`src/rtl/core/napt_pkg.sv`:
```
// Package for the NAT address pool translator: request/response types,
// command, status, register and state codes. No dependencies.
package napt_pkg;

  localparam int POOL_DEPTH_DEF = 256;
  localparam int ADDR_W         = 32;
  localparam int SIZE_W         = 9;
  localparam int CFG_IDX_W      = 1;
  localparam logic [SIZE_W-1:0] COUNT_MAX = 9'd511;

  typedef enum logic [1:0] {
    CMD_IN  = 2'd0,
    CMD_OUT = 2'd1,
    CMD_REL = 2'd2,
    CMD_RSV = 2'd3
  } cmd_e;

  typedef enum logic [2:0] {
    ST_OK        = 3'd0,
    ST_UNKNOWN   = 3'd1,
    ST_FULL      = 3'd2,
    ST_RELEASED  = 3'd3,
    ST_NOT_FOUND = 3'd4
  } status_e;

  typedef enum logic [CFG_IDX_W-1:0] {
    CFG_POOL_BASE = 1'b0,
    CFG_POOL_SIZE = 1'b1
  } cfg_reg_e;

  typedef enum logic [2:0] {
    S_CLEAR,
    S_IDLE,
    S_DISP,
    S_IN_RD,
    S_SCAN,
    S_FIN
  } state_e;

  typedef enum logic {
    ALU_ADD,
    ALU_SUB
  } alu_op_e;

  typedef struct packed {
    logic [1:0]        cmd;
    logic [ADDR_W-1:0] addr;
  } req_t;

  typedef struct packed {
    logic [ADDR_W-1:0] new_addr;
    logic [2:0]        status;
  } rsp_t;

  // Compare flags from the shared unit
  typedef struct packed {
    logic match;
    logic free;
  } alu_flags_t;

endpackage

```
`src/rtl/core/napt_alu.sv`:
```
// Shared arithmetic/compare unit: one 32-bit adder (base + slot or key - base)
// and the slot compare against the key. Depends on napt_pkg.
module napt_alu (
  input  napt_pkg::alu_op_e                  op,
  input  logic [napt_pkg::ADDR_W-1:0]        key,
  input  logic [napt_pkg::ADDR_W-1:0]        base,
  input  logic [napt_pkg::ADDR_W-1:0]        slot,
  input  logic [napt_pkg::ADDR_W-1:0]        rd_data,
  output logic [napt_pkg::ADDR_W-1:0]        sum,
  output napt_pkg::alu_flags_t               flags
);

  logic [napt_pkg::ADDR_W-1:0] opa;
  logic [napt_pkg::ADDR_W-1:0] opb;
  logic                        cin;

  // Single adder: subtract is key + ~base + 1
  always_comb begin
    if (op == napt_pkg::ALU_SUB) begin
      opa = key;
      opb = ~base;
      cin = 1'b1;
    end else begin
      opa = base;
      opb = slot;
      cin = 1'b0;
    end
  end

  assign sum = opa + opb + {{(napt_pkg::ADDR_W-1){1'b0}}, cin};

  assign flags.match = (rd_data == key);
  assign flags.free  = (rd_data == '0);

endmodule

```
`config.mk`:
```
export PLATFORM = sky130hd
export DESIGN_NAME = napt_alu
export DESIGN_NICKNAME = d
export VERILOG_FILES = /design/src/rtl/core/napt_pkg.sv /design/src/rtl/core/napt_alu.sv
export SDC_FILE = /design/constraint.sdc
export NUM_CORES = 1
export LEC_CHECK = 0
export BUFFER_PORTS_ARGS = -buffer_cell sky130_fd_sc_hd__buf_2
export CORE_UTILIZATION = 47
export DETAILED_ROUTE_END_ITERATION = 16
export GPL_ROUTABILITY_DRIVEN = 0
export PLACE_DENSITY_LB_ADDON = 0.08
export SLEW_MARGIN = 25
export SYNTH_ARGS = -nofsm -noshare
export SYNTH_HDL_FRONTEND = slang
export SYNTH_SLANG_ARGS = --single-unit
```
`constraint.sdc`:
```
create_clock -name vclk -period 4.85
set_clock_uncertainty 0.2 [all_clocks]
set_input_delay 0.485 -clock vclk [all_inputs]
set_output_delay 0.485 -clock vclk [all_outputs]
set_load 0.005 [all_outputs]
```
==> metrics.txt <==
status finished, final reports clean; Sequential cell area 0 sq um; num rows 27; synthesized area divided by synthesized cell count 6.97 sq um; initial antenna violation count 0; number of buffers inserted by hold repair at cts 0; horizontal extent of the die 79.1 um; Critical Path End Type output pin; Hold Fails Final Rpt 0; vias in the first global route 3,346; max-capacitance violation count 0; layout cell share with drive strength beyond 1 37.7%; top layer in use met4; sum of routed wire segments on met1 4300 um; gr ovfl total 0; area fraction of the dominant cell type after synthesis 13.4%; Final TNS setup 0 ns; worst-path maximum fanout 32; Core Footprint 5610 sq um; total half-perimeter wirelength after legalization and detailed placement 8310 um; most numerous cell types in the synthesized netlist 58 x nand2_1, 44 x o21ai_0, 41 x xor2_1; portion of the clock cycle consumed by the worst path in the final layout 83.6%; DRT antenna net count 0; wire length of the first global-routing pass 15,600 um; WHS Path Cells 5; floorplan die height 79.1 um; Die Area 6260 sq um; count of input and output buffers 163; first-iteration detailed-routing DRC count 190; maximum number of pins on one net before global-route repair 33; DR WL met3 764 um; distinct cell type count after synthesis 51; cells resized by post-CTS repair 0; design area 3670 sq um; Worst EP required 4.16 ns; count of fill cells added during filler insertion 539; number of buffers added for setup after CTS 0; cell area after placement 3670 sq um; Residual DRC 0; hold crit path type input port to output pin; worst-path cell with the longest stage delay fa_1; post-layout minimum cycle time 4.05 ns; transition time at the pin with the least slew margin 0.506 ns; area of the multi-input gates 2700 sq um; crit path from op; Synth-to-Final Area Change 31.1%; via-per-instance ratio 5.72; upper clock frequency limit 247 MHz; RSZ-0062 raised after global routing no; setup-violating endpoint count in the final report 0; biggest area contributors in the synthesized netlist ha_1 13%, xor2_1 13%, mux2_2 12%; sequential fraction of the synthesis area 0%; Final Routed Wirelength 9670 um; first-pass iteration count of the detailed router 5; startpoint of the lowest-slack hold path rd_data[31]; FFs & Latches 0; final antenna diode count 0; cell area power density 168 nW/um^2; count of synthesis-stage warnings from yosys 0; count of vias placed by the detailed router 3,572; global router's overall resource usage 30.4%; Gate Count Post-Synth 401; initial cell density of the core 49.9%; IR Drop Worst-Case VDD 0.104 mV; cells along the critical path buf_2 > clkinv_1 > buf_4 > fa_1 > inv_1 > fa_1 > a21o_1 > a221oi_2 > o211ai_2 > a31oi_4 > a21oi_2 > a31oi_1 > xnor2_1 > buf_2; most repeated cell in the gate-level netlist after synthesis nand2_1; highest cell delay on the worst timing path 0.40 ns; WL/cell 15.5 um; sort of element at the start of the critical path input port; layout clock buffer count 0; I/O Pins 163; Arr. time, crit path 3.37 ns; Crit Path Class input port to output pin; post-synthesis net count 562; max_slew headroom 66.0%; Netlist Area Pre-Place 2800 sq um; total number of nets in the final design 715; pins over their slew limit 0; Synth area leader ha_1; met2 routed WL 4410 um; leakage power 1.82 nW
-- layout make-up --
| class | instances | share of cell area (%) |
|---|---|---|
| Tap cell | 72 | 2.46 |
| Multi-Input combinational cell | 377 | 73.7 |
| Timing Repair Buffer | 167 | 23.1 |
| Inverter | 8 | 0.819 |
-- layout by cell type (no fill, tap or decap), types with 7 or more instances in the layout --
| cell type | Yosys | layout |
|---|---|---|
| a21oi_1 | 33 | 33 |
| nor2_1 | 20 | 20 |
| o21ai_0 | 44 | 44 |
| nand2_1 | 58 | 58 |
| nor4_1 | 17 | 17 |
| xnor2_1 | 19 | 19 |
| inv_1 | 8 | 7 |
| buf_2 | 2 | 163 |
| ha_1 | 30 | 30 |
| xor2_1 | 41 | 41 |
| a21o_1 | 11 | 11 |
| mux2_2 | 30 | 30 |
-- cells by family after synthesis --
family	share of synthesized area, %
buffers and inverters	3.45
and+or+nand+nor	22.1
muxes	12.8
AOI/OAI and AO/OA	28.1
xor gates and xnor gates	18.8
adders and majority gates	14.9
-- worst paths after layout --
| check | to |
|---|---|
| hold / removal | flags[0] |
| setup / recovery | sum[30] |
-- per-stage QoR --
step	utilization, %	worst slack [ns]	instances	hold WS, ns	power (mW)
finish	65.4	0.796	624	1.16	0.615
floorplan	-	0.883	401	0.888	0.383
detailed placement	65.4	0.801	624	1.15	0.605
CTS	65.4	0.794	624	1.15	0.610
global placement	65.4	0.855	624	1.15	0.601
global route	65.4	0.527	624	1.20	0.678
-- layer usage --
layer,vias to the layer above,GRT usage [%]
met5,-,0
met4,0,6.55
met3,20,2.99
met2,167,53.4
met1,1615,39.7
li1,1770,-
-- report_power, final --
group          switching (mW)  internal [mW]
sequential                  0              0
combinational           0.331          0.283
clock                       0              0
total                   0.331          0.283
-- worst max-delay path, delay by kind of cell --
kind,cells,cell delay (ns)
xor gates and xnor gates,1,0.14
adders and majority gates,2,0.64
buffers and inverters,5,0.70
AOI/OAI and AO/OA,6,1.40
Power figures use the tool's default switching activity.
