[config.mk]
export PLATFORM = sky130hd
export DESIGN_NAME = napt_ctrl
export DESIGN_NICKNAME = d
export VERILOG_FILES = /design/src/rtl/core/napt_pkg.sv /design/src/rtl/core/napt_ctrl.sv
export SDC_FILE = /design/constraint.sdc
export NUM_CORES = 1
export LEC_CHECK = 0
export ABC_AREA = 1
export BUFFER_PORTS_ARGS = -buffer_cell sky130_fd_sc_hd__buf_2
export CAP_MARGIN = 20
export CORE_MARGIN = 1.5
export CORE_UTILIZATION = 51
export DETAILED_ROUTE_END_ITERATION = 8
export MAX_ROUTING_LAYER = met4
export PLACE_DENSITY = 0.86
export SLEW_MARGIN = 30
export SYNTH_ARGS = -nofsm -noshare
export SYNTH_HDL_FRONTEND = slang
export SYNTH_SLANG_ARGS = --single-unit
[constraint.sdc]
create_clock -name clk -period 7.4 [get_ports clk]
set_input_delay 1.11 -clock clk [delete_from_list [all_inputs] [get_ports clk]]
set_output_delay 1.11 -clock clk [all_outputs]
set_load 0.03 [all_outputs]
[src/rtl/core/napt_pkg.sv]
// Package for the NAT address pool translator: request/response types,
// command, status, register and state codes. No dependencies.
package napt_pkg;

  localparam int POOL_DEPTH_DEF = 256;
  localparam int ADDR_W         = 32;
  localparam int SIZE_W         = 9;
  localparam int CFG_IDX_W      = 1;
  localparam logic [SIZE_W-1:0] COUNT_MAX = 9'd511;

  typedef enum logic [1:0] {
    CMD_IN  = 2'd0,
    CMD_OUT = 2'd1,
    CMD_REL = 2'd2,
    CMD_RSV = 2'd3
  } cmd_e;

  typedef enum logic [2:0] {
    ST_OK        = 3'd0,
    ST_UNKNOWN   = 3'd1,
    ST_FULL      = 3'd2,
    ST_RELEASED  = 3'd3,
    ST_NOT_FOUND = 3'd4
  } status_e;

  typedef enum logic [CFG_IDX_W-1:0] {
    CFG_POOL_BASE = 1'b0,
    CFG_POOL_SIZE = 1'b1
  } cfg_reg_e;

  typedef enum logic [2:0] {
    S_CLEAR,
    S_IDLE,
    S_DISP,
    S_IN_RD,
    S_SCAN,
    S_FIN
  } state_e;

  typedef enum logic {
    ALU_ADD,
    ALU_SUB
  } alu_op_e;

  typedef struct packed {
    logic [1:0]        cmd;
    logic [ADDR_W-1:0] addr;
  } req_t;

  typedef struct packed {
    logic [ADDR_W-1:0] new_addr;
    logic [2:0]        status;
  } rsp_t;

  // Compare flags from the shared unit
  typedef struct packed {
    logic match;
    logic free;
  } alu_flags_t;

endpackage

[src/rtl/core/napt_ctrl.sv]
// Sequencer of the NAT pool translator: table clearing, lookup and the
// slot-by-slot scan, result register and used count. Depends on napt_pkg.
module napt_ctrl #(
  parameter int POOL_DEPTH = napt_pkg::POOL_DEPTH_DEF
) (
  input  logic                                        clk,
  input  logic                                        rst_n,
  input  logic                                        start,
  output logic                                        busy,
  input  napt_pkg::req_t                              in_req,
  output logic                                        out_valid,
  output napt_pkg::rsp_t                              out_rsp,
  input  logic [napt_pkg::SIZE_W-1:0]                 pool_size,
  // table RAM
  output logic                                        ram_we,
  output logic [((POOL_DEPTH > 1) ? $clog2(POOL_DEPTH) : 1)-1:0] ram_waddr,
  output logic [napt_pkg::ADDR_W-1:0]                 ram_wdata,
  output logic [((POOL_DEPTH > 1) ? $clog2(POOL_DEPTH) : 1)-1:0] ram_raddr,
  input  logic [napt_pkg::ADDR_W-1:0]                 ram_rdata,
  // shared unit
  output napt_pkg::alu_op_e                           alu_op,
  output logic [napt_pkg::ADDR_W-1:0]                 alu_key,
  output logic [napt_pkg::ADDR_W-1:0]                 alu_slot,
  input  logic [napt_pkg::ADDR_W-1:0]                 alu_sum,
  input  napt_pkg::alu_flags_t                        alu_flags
);

  localparam int IDX_W  = (POOL_DEPTH > 1) ? $clog2(POOL_DEPTH) : 1;
  localparam int CNT_W  = $clog2(POOL_DEPTH + 1);
  localparam int SZ_W   = (CNT_W > napt_pkg::SIZE_W) ? CNT_W : napt_pkg::SIZE_W;
  localparam int ADDR_W = napt_pkg::ADDR_W;
  localparam int USED_W = napt_pkg::SIZE_W;

  napt_pkg::state_e            state_r, state_nxt;
  napt_pkg::cmd_e              cmd_r, cmd_nxt;
  logic [ADDR_W-1:0]           addr_r, addr_nxt;
  logic [SZ_W-1:0]             idx_r, idx_nxt;
  logic [IDX_W-1:0]            cidx_r, cidx_nxt;
  logic                        pend_r, pend_nxt;
  logic                        hfree_r, hfree_nxt;
  logic [IDX_W-1:0]            free_r, free_nxt;
  logic [IDX_W-1:0]            slot_r, slot_nxt;
  logic [napt_pkg::SIZE_W-1:0] used_r, used_nxt;
  logic                        out_valid_r, out_valid_nxt;
  napt_pkg::rsp_t              out_rsp_r, out_rsp_nxt;

  logic [SZ_W-1:0]             psz;
  logic [SZ_W-1:0]             n_eff;
  logic                        issue;

  // Effective slot count: min(pool_size, POOL_DEPTH)
  assign psz   = SZ_W'(pool_size);
  assign n_eff = (psz > SZ_W'(POOL_DEPTH)) ? SZ_W'(POOL_DEPTH) : psz;
  assign issue = (idx_r < n_eff);

  assign busy      = (state_r != napt_pkg::S_IDLE);
  assign out_valid = out_valid_r;
  assign out_rsp   = out_rsp_r;
  assign alu_key   = addr_r;
  assign alu_slot  = ADDR_W'(slot_r);

  // State and datapath registers
  always_ff @(posedge clk) begin
    if (!rst_n) begin
      state_r     <= napt_pkg::S_CLEAR;
      idx_r       <= '0;
      pend_r      <= 1'b0;
      hfree_r     <= 1'b0;
      used_r      <= '0;
      out_valid_r <= 1'b0;
    end else begin
      state_r     <= state_nxt;
      idx_r       <= idx_nxt;
      pend_r      <= pend_nxt;
      hfree_r     <= hfree_nxt;
      used_r      <= used_nxt;
      out_valid_r <= out_valid_nxt;
    end
  end

  always_ff @(posedge clk) begin
    cmd_r     <= cmd_nxt;
    addr_r    <= addr_nxt;
    cidx_r    <= cidx_nxt;
    free_r    <= free_nxt;
    slot_r    <= slot_nxt;
    out_rsp_r <= out_rsp_nxt;
  end

  // Next state and outputs
  always_comb begin
    state_nxt     = state_r;
    cmd_nxt       = cmd_r;
    addr_nxt      = addr_r;
    idx_nxt       = idx_r;
    cidx_nxt      = cidx_r;
    pend_nxt      = pend_r;
    hfree_nxt     = hfree_r;
    free_nxt      = free_r;
    slot_nxt      = slot_r;
    used_nxt      = used_r;
    out_valid_nxt = 1'b0;
    out_rsp_nxt   = out_rsp_r;
    ram_we        = 1'b0;
    ram_waddr     = idx_r[IDX_W-1:0];
    ram_wdata     = '0;
    ram_raddr     = idx_r[IDX_W-1:0];
    alu_op        = napt_pkg::ALU_ADD;

    case (state_r)
      // Zero every table slot after reset
      napt_pkg::S_CLEAR: begin
        ram_we = 1'b1;
        if (idx_r == SZ_W'(POOL_DEPTH - 1)) begin
          idx_nxt   = '0;
          state_nxt = napt_pkg::S_IDLE;
        end else begin
          idx_nxt = idx_r + SZ_W'(1);
        end
      end

      napt_pkg::S_IDLE: begin
        if (start) begin
          cmd_nxt   = napt_pkg::cmd_e'(in_req.cmd);
          addr_nxt  = in_req.addr;
          state_nxt = napt_pkg::S_DISP;
        end
      end

      // Decode the request; the unit computes addr - pool_base here
      napt_pkg::S_DISP: begin
        alu_op    = napt_pkg::ALU_SUB;
        idx_nxt   = '0;
        pend_nxt  = 1'b0;
        hfree_nxt = 1'b0;
        case (cmd_r)
          napt_pkg::CMD_IN: begin
            ram_raddr = alu_sum[IDX_W-1:0];
            if (alu_sum < {{(ADDR_W-SZ_W){1'b0}}, n_eff}) begin
              state_nxt = napt_pkg::S_IN_RD;
            end else begin
              out_valid_nxt = 1'b1;
              out_rsp_nxt   = '{new_addr: '0, status: napt_pkg::ST_UNKNOWN};
              state_nxt     = napt_pkg::S_IDLE;
            end
          end
          napt_pkg::CMD_OUT: begin
            if (addr_r == '0) begin
              out_valid_nxt = 1'b1;
              out_rsp_nxt   = '{new_addr: '0, status: napt_pkg::ST_FULL};
              state_nxt     = napt_pkg::S_IDLE;
            end else begin
              state_nxt = napt_pkg::S_SCAN;
            end
          end
          napt_pkg::CMD_REL: begin
            if (addr_r == '0) begin
              out_valid_nxt = 1'b1;
              out_rsp_nxt   = '{new_addr: '0, status: napt_pkg::ST_NOT_FOUND};
              state_nxt     = napt_pkg::S_IDLE;
            end else begin
              state_nxt = napt_pkg::S_SCAN;
            end
          end
          default: begin
            out_valid_nxt = 1'b1;
            out_rsp_nxt   = '{new_addr: '0, status: napt_pkg::ST_UNKNOWN};
            state_nxt     = napt_pkg::S_IDLE;
          end
        endcase
      end

      // Inbound: slot data is back from the RAM
      napt_pkg::S_IN_RD: begin
        out_valid_nxt = 1'b1;
        state_nxt     = napt_pkg::S_IDLE;
        if (!alu_flags.free) begin
          out_rsp_nxt = '{new_addr: ram_rdata, status: napt_pkg::ST_OK};
        end else begin
          out_rsp_nxt = '{new_addr: '0, status: napt_pkg::ST_UNKNOWN};
        end
      end

      // One slot read issued and one compared per cycle
      napt_pkg::S_SCAN: begin
        pend_nxt = issue;
        cidx_nxt = idx_r[IDX_W-1:0];
        if (issue) begin
          idx_nxt = idx_r + SZ_W'(1);
        end
        if (pend_r && alu_flags.match) begin
          if (cmd_r == napt_pkg::CMD_OUT) begin
            slot_nxt  = cidx_r;
            state_nxt = napt_pkg::S_FIN;
          end else begin
            ram_we        = 1'b1;
            ram_waddr     = cidx_r;
            ram_wdata     = '0;
            used_nxt      = (used_r != '0) ? used_r - USED_W'(1) : used_r;
            out_valid_nxt = 1'b1;
            out_rsp_nxt   = '{new_addr: '0, status: napt_pkg::ST_RELEASED};
            state_nxt     = napt_pkg::S_IDLE;
          end
        end else begin
          // remember the lowest free slot for a later bind
          if (pend_r && alu_flags.free && !hfree_r) begin
            hfree_nxt = 1'b1;
            free_nxt  = cidx_r;
          end
          if (!pend_r && !issue) begin
            if (cmd_r == napt_pkg::CMD_OUT && hfree_r) begin
              ram_we    = 1'b1;
              ram_waddr = free_r;
              ram_wdata = addr_r;
              used_nxt  = (used_r != napt_pkg::COUNT_MAX) ? used_r + USED_W'(1) : used_r;
              slot_nxt  = free_r;
              state_nxt = napt_pkg::S_FIN;
            end else begin
              out_valid_nxt = 1'b1;
              out_rsp_nxt   = '{new_addr: '0,
                                status: (cmd_r == napt_pkg::CMD_OUT) ?
                                        napt_pkg::ST_FULL : napt_pkg::ST_NOT_FOUND};
              state_nxt     = napt_pkg::S_IDLE;
            end
          end
        end
      end

      // Public address = pool_base + slot
      napt_pkg::S_FIN: begin
        alu_op        = napt_pkg::ALU_ADD;
        out_valid_nxt = 1'b1;
        out_rsp_nxt   = '{new_addr: alu_sum, status: napt_pkg::ST_OK};
        state_nxt     = napt_pkg::S_IDLE;
      end

      default: begin
        state_nxt = napt_pkg::S_IDLE;
      end
    endcase
  end

endmodule

==> results of run 1 <==
-- worst reg2reg max path: stages (launching register included) --
cell	delay, ns
dfxtp_1	0.37
nand2_1	0.51
inv_1	0.19
nor2_4	0.59
inv_1	0.40
nor2_1	0.30
nor2_1	0.09
o21ai_1	0.07
inv_1	0.12
buf_4	0.29
-- power by group --
group          total (mW)  switching [mW]  internal [mW]  leakage (nW)
Sequential          0.659         0.00375          0.655         0.976
Clock               0.473           0.236          0.237         0.143
Combinational      0.0964          0.0606         0.0358          2.13
Total                1.23           0.300          0.928          3.25
-- layout make-up --
class / count / area, sq um / share of cell area, %
Sequential cell: 108 / 3090 / 42.6
Multi-Input combinational cell: 425 / 2200 / 30.3
Timing Repair Buffer: 240 / 1210 / 16.6
Inverter: 80 / 303 / 4.17
Clock buffer: 9 / 225 / 3.10
Tap cell: 140 / 175 / 2.41
Clock inverter: 7 / 66.3 / 0.913
-- cell families (layout without fill, tap and decap cells) --
logic type	count (synthesis)	count (layout)	share of synthesized area, %
AND/OR/NAND/NOR	255	255	19.6
buffers and inverters	128	336	10.3
AO/OA/AOI/OAI	123	123	11.5
flip-flops	108	108	53.6
adder cells (fa/ha/maj)	23	23	4.99
other	1	24	0.0650
-- per-layer routing --
| metal | up-vias | routed length, microns | part of all wire (%) |
|---|---|---|---|
| li1 | 2588 | - | - |
| met1 | 2464 | 6330 | 39 |
| met2 | 271 | 7980 | 49 |
| met3 | 34 | 1400 | 8.6 |
| met4 | 0 | 511 | 3.2 |
| met5 | - | 0 | 0 |
-- how the worst max path moves through the flow --
stage | from | end | slack (ns) | depth (start not counted)
detailed placement | pool_size[6] | ram_waddr[6] | 1.93 | 16
global route | pool_size[6] | ram_waddr[6] | 2.05 | 16
CTS | pool_size[6] | ram_waddr[6] | 1.90 | 16
floorplan | pool_size[6] | ram_wdata[11] | 3.10 | 14
global placement | pool_size[6] | ram_waddr[6] | 2.08 | 16
finish | pool_size[6] | ram_waddr[6] | 2.26 | 16
-- cell usage in the layout (no fill, tap or decap), drive strengths merged, types with 2 or more instances in the layout --
| master | n |
|---|---|
| o21ai | 81 |
| a211oi | 3 |
| nand2 | 114 |
| nor3 | 7 |
| nor4 | 11 |
| clkbuf | 9 |
| a22oi | 7 |
| nand4 | 7 |
| conb | 24 |
| edfxtp | 93 |
| o211ai | 2 |
| a21oi | 27 |
| dfxtp | 15 |
| buf | 240 |
| inv | 84 |
| nor2 | 68 |
| clkinv | 3 |
| ha | 23 |
| nand3 | 46 |
-- through the flow --
step                      hold slack [ns]  utilization, %  cells
after floorplan                     0.426               -    661
after global placement              0.430            63.6    993
after detailed placement            0.439            63.7    993
after CTS                           0.459            66.4   1009
after global routing                0.469            66.5   1009
final                               0.460            66.5   1009
-- sequential cells by signal (all words and copies together), names as in the netlist --
register / flops
out_rsp: 35
alu_key: 32
idx_r: 9
cidx_r: 8
free_r: 8
slot_r: 8
state_r: 3
cmd_r: 2
hfree_r: 1
out_valid: 1
pend_r: 1
==> results, run 1 <==
- The instance count along the most critical hold path is 0.
- The slowest stage of the critical path belongs to the cell nand3_4.
- The path type of the worst min-delay path is register to register.
- The clock-pin transition on the worst setup and hold timing paths is 0.08 ns.
- The routed wire length is 16200 microns.
- The die covers 12000 sq um.
- The initial utilization of the core area, before any placement, comes to 52.8%.
- The worst pin sits at a relative slew slack of 37.7%.
- The flow ran to the end, and the final reports show no timing, DRC or antenna violations.
- The gate count of the mapped netlist is 638.
- The register area share after synthesis is 53.6%.
- Counting instances in the post-synthesis netlist gives the leading cell types as nand2_1 (112), edfxtp_1 (93), inv_1 (75).
- The met2 capacity usage during global routing is 46.5%.
- The signal on the critical path passes through buf_2, nor2_1, nand2_1, o21ai_2, nand2_1, ha_1, a21o_1, nand3_1, a21oi_1, nor2_2, a21oi_2, nand3_4, a21oi_1, o21ai_1, o211ai_1, buf_2.
- The critical path launch point type is a primary input.
- The post-synthesis cell type count is 37.
- The largest fanout of any net on the critical path is 49.
- The die height is 109 microns.
- The summed negative setup slack over all endpoints is 0 ns.
- The via density per instance is 5.31.
- The number of pins exceeding their max-slew limit in the final report is 0.
- Yosys attributes the largest share of cell area to edfxtp_1 (48%), nand2_1 (7.3%), o21ai_0 (6.1%), dfxtp_1 (5.2%), ha_1 (5.0%).
- The maximum clock frequency is 195 MHz.
- Among all cell types in the netlist, the one instantiated most often is nand2_1.
- The post-route cell area is 7270 sq um.
- Summed over all nets, the half-perimeter wirelength after detailed placement is 12100 microns.
- The first-pass GRT wire length is 24400 microns.
- The number of hold-slack violations in the final timing report is 0.
- The violation count after the first detailed-route iteration is 446.
- The clock tree synthesis step divided the H-tree into 3 levels.
- The most used flip-flop cell after synthesis is edfxtp_1.
- The critical register-to-register path endpoint is out_rsp[8].
- The setup skew after layout is 0.0122 ns.
- 0 antenna diodes ended up in the layout.
- The congestion estimate from routability-driven global placement came to 0.919.
- The clock sink total is 108.
- The number of port buffers is 238.
- For the worst flop-to-flop path, the logic depth is 9.
- The first-pass iteration count of the detailed router is 5.
- The die outline width is 109 microns.
- In this run the most critical hold path is launched from cidx_r[2].
- The post-placement worst setup slack is 1.93 ns.
- The net count of the finished layout is 999.
- The TritonCTS clock tree is yes.
- In this run, synthesis produced a sequential element count of 108.
- The buffer levels on the longest clock path is 2.
- The buffer count from post-CTS setup fixing is 0.
- Clock tree synthesis inserted a total of 9 buffers.
- For the worst setup path, the data arrival time is 4.03 ns.
- The initial antenna violation count is 0.
- The pin slew with the least headroom to its limit is 0.932 ns.
- The critical path's largest stage delay is 0.47 ns.
- The top cell type by area accounts for 48.4% of the synthesized area.
- The region available for standard cell placement spans 10900 sq um.
- For hold timing, the worst endpoint is free_r[2].
- The total of cells resized after clock tree synthesis is 0.
- The number of global-route vias before repair came to 4999.
- The synthesis warning total is 0.
- The largest net degree at the start of global routing is 50.
- The instance area at placement is 6970 sq um.
- The final critical delay including setup and external delays is 5.14 ns.
- The type of the setup path with the least slack is primary input to primary output.
- The remaining global-route overflow is 0.
- The analysis attributes to cell leakage a power of 3.25 nW.
- The synthesized design contains 93 enable-type register cells.
- In the routed design, unresolved DRC markers number 0.
- The register-to-register setup slack is 4.17 ns.
- Across all setup checks in the final design, the least slack found is 2.26 ns.
- After detailed routing, the average wire length per cell comes to 16.1 microns.
- The netlist area before placement is 5770 sq um.
- Total power for the finished layout comes to 1.23 mW.
- The number of max-capacitance violations reported is 0.
- In this run the most used layer during global routing was met2.
- The overall fraction of global-route tracks in use is 27.6%.
- The layout has 891 filler cells.
- The share of async-settable or async-resettable flops after synthesis is 0%.
- The endpoint required time on the critical path is 6.29 ns.
- The root buffer cell is clkbuf_16.
- The critical path contains buffers and inverters numbering 2 combined.
- The kind of capture point of the worst setup path is a primary output.
- Detailed routing inserted a total of 5357 vias.
- Of the available clock period, the critical path in the final layout requires 69.4%.
- Cells with a size suffix above 1 make up 31.6% of the layout.
- The area growth from synthesis to layout is 26.0%.
- The cell accounting for the most synthesized area is edfxtp_1.
- In this design, the largest share of critical-path delay is due to compound AO/OA/AOI/OAI gates.
- The post-route antenna net violation count is 0.
- The global-route track usage on met3 is 5.45%.
- Dividing total power by cell area gives a power density of 169 nW/um^2.
- The met1 usage is 31.9%.
- Setup repair after global routing left no endpoint under its margin.
- Setup violations remaining at the end of the flow were counted as 0.
- The average cell area after synthesis is 9.04 sq um.
- The clock latency of the later-clocked register in the worst-skew pair is 0.35 ns.
- In this run the count of I/O pins placed on the die edge is 263.
- The number of buffers added to fix hold violations after cts is 0.
- The launch point of the worst reg-to-reg path is pend_r.
- Row generation in the floorplan step produced 38 rows.
- IR analysis of the VDD net gives a maximum drop of 0.103 mV.
(Power assumes the default switching activity.)
==> run 2: changes to the inputs <==
- CORE_UTILIZATION: 51 -> 48
- PLACE_DENSITY: 0.86 -> 0.82
- clock period: 7.4 -> 4.9 ns (I/O delays scaled with it)
==> run 2 against run 1 <==
Sequential cell count did not move. Cell count rose by 0.69%. Largest cell class unchanged. Critical endpoint is now ram_waddr[5]. Hold slack got worse by 0.0097 ns. Core utilization fell by 3.2 points. Non-clock buffer count rose by 4. Clock skew fell by 0.0088 ns. Critical path depth did not move.
==> results, run 2 (synthesis results as in run 1) <==
- The final design utilization is 63.2%.
- The kind of capture point of the worst setup path is a primary output.
- In this run the post-CTS setup repair buffer count came out at 0.
- The critical path is of the primary input to primary output type.
- Summing all flip-flop and latch instances after layout gives 3090 sq um.
- The die is 113 microns wide.
- The maximum vdd ir drop is 0.206 mV.
- Entering global routing, the biggest net connects 36 pins.
- The launch point of the worst reg-to-reg path is pend_r.
- The clock network fraction of total power is 40.3%.
- The run finished with clean final reports.
- The initial antenna violation count is 0.
- The final number of setup-violating endpoints is 0.
- The register with the most flip-flops in the layout has 35 of them.
- The final-layout fill cell count is 982.
- The number of antenna diodes in the final layout is 0.
- The post-route netlist has 31.8% of its cells at a drive strength greater than 1.
- The number of pins exceeding their max-slew limit in the final report is 0.
- The via density per instance is 5.28.
- For this run the aggregate overflow at the end of global routing stands at 0.
- The critical path launch point type is a primary input.
- The number of global-route vias before repair is 4916.
- The number of port buffers is 238.
- The total DRC errors in the routed layout is 0.
- The net total in the final layout is 1003.
- In this run the number of H-tree levels came out at 3.
- In this run the worst path has a maximum fanout of 33.
- The half-perimeter wire length after detailed placement is 12000 microns.
- The worst path in the final design needs a cycle of 4.21 ns, including I/O delays and setup.
- The core box area is 11600 sq um.
- The startpoint of the lowest-slack hold path is cidx_r[0].
- The final worst-path cycle share is 85.9%.
- The total of cells resized after clock tree synthesis is 0.
- The overall fraction of global-route tracks in use is 25.6%.
- The clock latency of the later-clocked register in the worst-skew pair is 0.34 ns.
- The share of total power in combinational logic is 7.7%.
- Internal power comes to 1.49 mW.
- The number of hold-slack violations in the final timing report is 0.
- The clock-pin transition on the worst setup and hold timing paths is 0.07 ns.
- The start point of the critical path is pool_size[6].
- The final route contains 5365 vias.
- The routed length per instance is 15.7 microns.
- For this design, the sink count on the clock tree is 108.
- The summed negative setup slack over all endpoints is 0 ns.
- At the pin with the least slew margin, the transition time is 0.931 ns.
- The pre-antenna-repair detailed-routing pass consisted of 4 iterations.
- The data arrival time of the critical path is 3.47 ns.
- The tightest hold path in the finished design has a slack of 0.450 ns.
- The number of max-capacitance violations reported is 0.
- The path type of the worst min-delay path is register to register.
- TritonCTS built the clock tree.
- The reported net switching power is 0.423 mW.
- The worst register-to-register path has a setup slack of 2.00 ns.
- The violation count after the first detailed-route iteration is 540.
- The row count is 39.
- The buffer levels on the longest clock path is 2.
- In this run, post-CTS hold repair placed 0 buffers.
- The post-route antenna net violation count is 0.
- Buffers inserted during clock tree synthesis total 9.
- The maximum clock frequency is 238 MHz.
- For this design the static power due to leakage is 3.28 nW.
- The power density of the placed cells is 262 nW/um^2.
- The library cells used most frequently in the layout, excluding fill and tap cells, are buf_2 (238), nand2_1 (112), edfxtp_1 (93), inv_1 (75), o21ai_0 (70).
- The congestion estimate from routability-driven global placement came to 0.895.
- The root buffer cell is clkbuf_16.
- For this configuration, the core starts out at a cell density of 49.9%.
- The leading cell type in the layout, fill and taps excluded is buf_2.
- The die is 113 microns tall.
- Setup repair after global routing left no endpoint under its margin.
- The max-slew headroom at the worst pin is 37.8%.
- The switching share of total power is 22.1%.
- Summing all multi-input logic gate instances after layout gives 2180 sq um.
- The first global-routing pass estimated 24400 microns of wire.
- The routed wire length is 16000 microns.
- The overall die area is 12700 sq um.
- Sequential cells account for 52.0% of the total power.
- The layout-stage area growth over the synthesis result is 26.7%.
- For the worst setup path, the data required time is 4.16 ns.
- For this design the top-level I/O count stands at 263.
- Across the routed clock network, the largest skew measured is 0.00344 ns.
-- run 2: changes by cell type in the layout (fill, tap and decap cells not counted), moves of 2 or more --
cell / before / now
bufinv_16: 0 / 2
inv_6: 3 / 0
buf_4: 2 / 6
clkinvlp_4: 0 / 3
-- run 2: path summary, 6_finish.rpt --
kind                  endpoint  cells after the start
setup / recovery  ram_waddr[5]                     16
hold / removal       free_r[0]                      0
setup reg to reg    out_rsp[7]                     10
hold reg to reg      free_r[0]                      0
-- run 2: worst max-delay path, cell delays in order --
cell     delay (ns)
buf_2          0.12
nor2_1         0.10
nand2_1        0.11
o21ai_2        0.27
nand2_1        0.14
ha_1           0.32
a21o_1         0.12
nand3_1        0.06
a21oi_1        0.16
nor2_2         0.07
a21oi_2        0.22
nand3_2        0.29
buf_4          0.36
o21ai_1        0.16
nand2_1        0.07
buf_2          0.18
-- run 2: layout make-up --
type | instances | share of cell area [%]
timing repair buffer | 244 | 16.9
tap | 143 | 2.45
clock buffer | 9 | 3.08
multi-input combinational | 425 | 29.9
clock inverter | 7 | 1.25
sequential | 108 | 42.3
inverter | 80 | 4.14
-- run 2: power groups by stage --
stage | clock network [mW] | registers, mW | logic [mW]
2_1_floorplan | 0 | 1.01 | 0.0921
3_3_place_gp | 0 | 1.02 | 0.143
3_5_place_dp | 0 | 1.02 | 0.146
4_1_cts | 0.784 | 0.995 | 0.146
5_1_grt | 0.822 | 0.995 | 0.161
6_report | 0.771 | 0.995 | 0.147
-- run 2: stage by stage --
step / power [mW] / instance area, sq um / setup WS, ns / instances
after global routing: 1.98 / 7310 / 0.519 / 1016
after detailed placement: 1.16 / 6990 / 0.730 / 1000
after CTS: 1.92 / 7310 / 0.716 / 1016
after floorplan: 1.11 / 5860 / 1.35 / 661
after global placement: 1.16 / 6990 / 0.837 / 1000
final: 1.91 / 7310 / 0.692 / 1016
-- run 2: per-layer routing --
metal  global-route usage [%]  vias up  wire length (microns)
met4                     10.1        0                    386
met5                        -        -                      0
met3                     4.81       27                   1440
met2                     42.7      280                   7870
li1                         -     2582                      -
met1                     30.7     2476                   6280
